[src/hdl/tsb_pkg.sv]
// package for the bilinear texture sampler
// constants, register indexes and shared types; no dependencies
package tsb_pkg;
    localparam int MAX_WIDTH  = 256;
    localparam int MAX_HEIGHT = 256;
    localparam int FRAC_BITS  = 8;
    localparam int XW = $clog2(MAX_WIDTH);
    localparam int YW = $clog2(MAX_HEIGHT);
    localparam int AW = XW + YW;
    localparam int SW = 9;
    localparam int CW = 16;
    localparam int WW = FRAC_BITS + 1;

    localparam logic [1:0] REG_MODE   = 2'd0;
    localparam logic [1:0] REG_WIDTH  = 2'd1;
    localparam logic [1:0] REG_HEIGHT = 2'd2;

    localparam logic OP_WRITE  = 1'b0;
    localparam logic OP_SAMPLE = 1'b1;

    typedef struct packed {
        logic          mode;
        logic [SW-1:0] width;
        logic [SW-1:0] height;
    } t_cfg;

    typedef struct packed {
        logic          vld;
        logic          last;
        logic [1:0]    tap;
        logic [WW-1:0] wx;
        logic [WW-1:0] wy;
    } t_rd_ctl;
endpackage

[src/hdl/tsb_blend.sv]
// bilinear blend of one channel over four taps, one tap per cycle while i_en is high
// depends on tsb_pkg
module tsb_blend
    import tsb_pkg::*;
(
    input  logic          i_clk,
    input  logic          i_en,
    input  logic [1:0]    i_tap,
    input  logic [WW-1:0] i_wx,
    input  logic [WW-1:0] i_wy,
    input  logic [7:0]    i_texel,
    output logic [7:0]    o_chan
);
    localparam int PW = 8 + WW;
    localparam int AC = 8 + 2 * WW;
    localparam logic [WW-1:0] ONE = WW'(1 << FRAC_BITS);
    logic [WW-1:0] n_wa, n_wb;
    logic [PW-1:0] n_p;
    logic [AC-1:0] n_t, r_acc, n_acc;
    logic [PW-1:0] r_row;
    logic [WW-1:0] r_wb;
    always_comb begin
        n_wa = i_tap[0] ? i_wx : ONE - i_wx;
        n_wb = i_tap[1] ? i_wy : ONE - i_wy;
        n_p  = PW'(i_texel) * PW'(n_wa);
        n_t  = AC'(r_row) * AC'(r_wb);
        n_acc = (i_tap == 2'd0) ? '0 : r_acc + n_t;
    end
    always_ff @(posedge i_clk) begin
        if (i_en) begin
            r_row <= n_p;
            r_wb  <= n_wb;
            r_acc <= n_acc;
        end
    end
    // the last tap's product is folded in on the cycle after
    logic [AC-1:0] n_fin;
    assign n_fin = r_acc + n_t;
    assign o_chan = n_fin[2*FRAC_BITS +: 8];
endmodule

[config.mk]
export PLATFORM = sky130hd
export DESIGN_NAME = tsb_blend
export DESIGN_NICKNAME = d
export VERILOG_FILES = /design/src/hdl/tsb_pkg.sv /design/src/hdl/tsb_blend.sv
export SDC_FILE = /design/constraint.sdc
export NUM_CORES = 1
export LEC_CHECK = 0
export BUFFER_PORTS_ARGS = -buffer_cell sky130_fd_sc_hd__buf_2
export CORE_MARGIN = 5
export CORE_UTILIZATION = 41
export DETAILED_ROUTE_END_ITERATION = 10
export GPL_TIMING_DRIVEN = 1
export SYNTH_ARGS = -nofsm -noshare
export SYNTH_HDL_FRONTEND = slang
export SYNTH_SLANG_ARGS = --single-unit
[constraint.sdc]
create_clock -name i_clk -period 19.49 [get_ports i_clk]
set_clock_uncertainty 0.15 [all_clocks]
set_input_delay 2.9235 -clock i_clk [delete_from_list [all_inputs] [get_ports i_clk]]
set_output_delay 2.9235 -clock i_clk [all_outputs]
set_load 0.05 [all_outputs]
==> results.sh <==
export IMPL_status="completed"
export IMPL_syn_avg_cell_area_um2=9.44
export IMPL_synth_warnings=0
export IMPL_clock_latency_ns=0.32
export IMPL_first_pass_iters=4
export IMPL_grt_pass1_wl_um=34300
export IMPL_via_per_inst=4.89
export IMPL_route_detailed_drc=0
export IMPL_diodes=0
export IMPL_finalCriticalPeriod_ns=9.23
export IMPL_io_pin_count=38
export IMPL_cts_root_buf="clkbuf_16"
export IMPL_antenna_found_initial=0
export IMPL_drt_iter0_markers=238
export IMPL_layout_worst_path_cycle_share_pct=47.4
export IMPL_cts_resized=0
export IMPL_worst_pin_slew_ns=1.15
export IMPL_rows=56
export IMPL_fill_cells=2364
export IMPL_clk_pin_slew_ns=0.08
export IMPL_cp_slowest_cell="edfxtp_1"
export IMPL_drt_wl_total_um=19800
export IMPL_die_h_um=164
export IMPL_gp_routability_congestion=0.848
export IMPL_rsz0062_at_grt="no"
export IMPL_hpwl_um=16800
export IMPL_ctsHoldBuffers=0
export IMPL_yosys_cell_types_count=50
export IMPL_cts_sinks=50
export IMPL_cp_start_kind="register"
export IMPL_clk_path_buf_depth=2
export IMPL_fin_util_pct=44.0
export IMPL_maxCapViolations=0
export IMPL_synth_flop_cell="edfxtp_1"
export IMPL_grt_pass1_vias=7022
export IMPL_worst_hold_startpoint="r_acc[0]$_SDFFCE_PN0P_"
export IMPL_finalMaxSlewViolations=0
export IMPL_hold_depth=2
export IMPL_die_area_um2=26800
export IMPL_area_delta_synth_final_pct=6.12
export IMPL_drive_above_1_share_pct=5.65
export IMPL_ys_seq_area_share_pct=15.5
export IMPL_cts_buffers=5
export IMPL_whs_endpoint="r_acc[0]$_SDFFCE_PN0P_"
export IMPL_cp_end_kind="output port"
export IMPL_r2r_end="r_acc[15]$_SDFFCE_PN0P_"
export IMPL_cts_htree_levels=2
export IMPL_layout_nets=1325
export IMPL_synthesis_instances=1027
export IMPL_arrival_ns=6.16
export IMPL_max_freq_ghz=0.108
export IMPL_numPortBuffers=37
export IMPL_synth_edf_count=50
export IMPL_worstPathMaxFanout=17
export IMPL_post_cts_repair_setup_buffers=0
export IMPL_gr_total_overflow=0
export IMPL_cts_tree="done"
export IMPL_post_drt_wl_per_cell_um=14.5
export IMPL_dpl_cell_area_um2=10100
export IMPL_start_util_pct=41.4
export IMPL_synth_cell_area_um2=9700
export IMPL_finalHoldViolCount=0
export IMPL_cpPeakStageDelay_ns=0.74
export IMPL_cp_top_family="adder cells"
export IMPL_track_usage_pct=15.9
export IMPL_path_class="reg -> out"
export IMPL_routed_via_count=6671
export IMPL_cp_depth=19
export IMPL_hp_class="reg -> reg"
export IMPL_crit_chain="nand2_1 -> fa_1 -> inv_1 -> fa_1 -> inv_1 -> fa_1 -> inv_1 -> fa_1 -> inv_1 -> fa_1 -> inv_1 -> ha_1 -> a21o_1 -> a221oi_2 -> nor2b_1 -> o21ai_0 -> a31oi_1 -> xnor2_1 -> buf_2"
export IMPL_fin_area_um2=10300
export IMPL_grt_max_degree=51
export IMPL_crit_buf_inv=6
export IMPL_dp_cells=1356
export IMPL_r2r_start="r_wb[0]$_DFFE_PP_"
export IMPL_setup_viol=0
export IMPL_finalSetupTns_ns=0
export IMPL_syn_nets=1308
export IMPL_ff2ff_path_depth=18
export IMPL_die_x_um=164
export IMPL_postSynth_asyncResetShare_pct=0
export IMPL_coreArea_um2=23400
export IMPL_r2r_slack_ns=13.44
export IMPL_yosys_register_bits=50
export IMPL_critPathRequiredTime_ns=16.42
export IMPL_fin_cells=1364
export IMPL_relSlewSlack_pct=23.3
export IMPL_ant_nets=0
## layout by cell type (no fill, tap or decap), drive strengths merged, types with 4 or more instances in the layout
| master | instances |
|---|---|
| nand2b | 11 |
| nand3 | 11 |
| and2 | 100 |
| nor2 | 41 |
| xnor2 | 33 |
| o21a | 11 |
| and3 | 8 |
| nor3 | 15 |
| inv | 213 |
| ha | 85 |
| nor2b | 50 |
| a31oi | 4 |
| a21oi | 32 |
| a211oi | 5 |
| fa | 166 |
| clkbuf | 5 |
| a21o | 7 |
| o21ai | 15 |
| buf | 38 |
| edfxtp | 50 |
| xor2 | 14 |
| nand2 | 93 |
## how the worst max path moves through the flow
stage | from | to
6_report | r_wb[0]$_DFFE_PP_ | o_chan[7]
5_1_grt | r_wb[0]$_DFFE_PP_ | o_chan[7]
4_1_cts | r_wb[0]$_DFFE_PP_ | o_chan[7]
3_5_place_dp | r_wb[0]$_DFFE_PP_ | o_chan[7]
3_3_place_gp | r_wb[0]$_DFFE_PP_ | o_chan[7]
2_1_floorplan | r_wb[0]$_DFFE_PP_ | o_chan[5]
## registers in the layout (all words and copies together), names as in the netlist
name and flops:
r_row 17, r_wb 9, r_acc 24
## worst reg2reg max path, stage by stage (launching register included)
cell	delay, ns
edfxtp_1	0.74
nand2_1	0.17
fa_1	0.56
inv_1	0.05
fa_1	0.49
inv_1	0.05
fa_1	0.53
inv_1	0.05
fa_1	0.49
inv_1	0.05
fa_1	0.48
inv_1	0.04
ha_1	0.35
a21o_1	0.25
a221oi_2	0.32
a21bo_2	0.32
and3_1	0.19
a2111oi_2	0.36
nor4_1	0.10
## Yosys cell counts, types with 2 or more instances
cell type,instances,area share (%)
a2111oi_2,2,0.31
a211oi_1,4,0.31
a21boi_0,2,0.15
a21o_1,7,0.54
a21oi_1,31,1.6
a31oi_1,4,0.26
and2_1,100,6.5
and3_1,6,0.39
and3_2,2,0.15
buf_4,8,0.62
clkbuf_1,19,0.74
edfxtp_1,50,15
fa_1,166,34
ha_1,85,11
inv_1,213,8.2
mux2i_1,3,0.31
nand2_1,93,3.6
nand2b_1,11,0.71
nand3_1,11,0.57
nor2_1,41,1.6
nor2b_1,50,3.2
nor3_1,15,0.77
nor4_1,2,0.13
o2111ai_1,2,0.18
o21a_1,11,0.85
o21ai_0,15,0.77
o21bai_1,3,0.23
o31ai_1,2,0.15
or2_2,2,0.13
or3_1,2,0.13
xnor2_1,33,3.0
xor2_1,14,1.3
## layout make-up
| class | count | area, um^2 | share of cell area, % |
|---|---|---|---|
| multi-input cells | 736 | 7260 | 70.5 |
| clock buffers | 5 | 125 | 1.22 |
| flip-flops and latches | 50 | 1500 | 14.6 |
| clock inverters | 3 | 16.3 | 0.158 |
| repair buffers | 38 | 193 | 1.87 |
| inverters | 213 | 800 | 7.77 |
| well taps | 319 | 399 | 3.88 |
## layer usage
metal / up-vias / track usage [%] / routed length, um
li1: 3197 / - / -
met1: 3362 / 19.9 / 8430
met2: 90 / 28.9 / 10400
met3: 22 / 1.73 / 506
met4: 0 / 4.50 / 453
met5: - / 0 / 0
## logic make-up (layout without fill, tap and decap cells)
logic type / Yosys count / after routing / synth area share, %
and+or+nand+nor: 339 / 339 / 18.2
adders and majority gates: 251 / 251 / 45.2
buffers and inverters: 241 / 259 / 9.72
AOI/OAI and AO/OA: 95 / 95 / 6.65
DFF: 50 / 50 / 15.5
xor gates and xnor gates: 47 / 47 / 4.25
muxes: 4 / 4 / 0.426
## through the flow
| stage | hold slack [ns] | worst slack, ns |
|---|---|---|
| after floorplan | 0.484 | 11.15 |
| after global placement | 0.502 | 10.60 |
| after detailed placement | 0.534 | 10.64 |
| after CTS | 0.552 | 10.25 |
| after global routing | 0.608 | 9.89 |
| final | 0.543 | 10.26 |
Power is left out: the tool's default activity adds up to more than one toggle a clock period on the data nets, which glitch-free logic cannot reach.
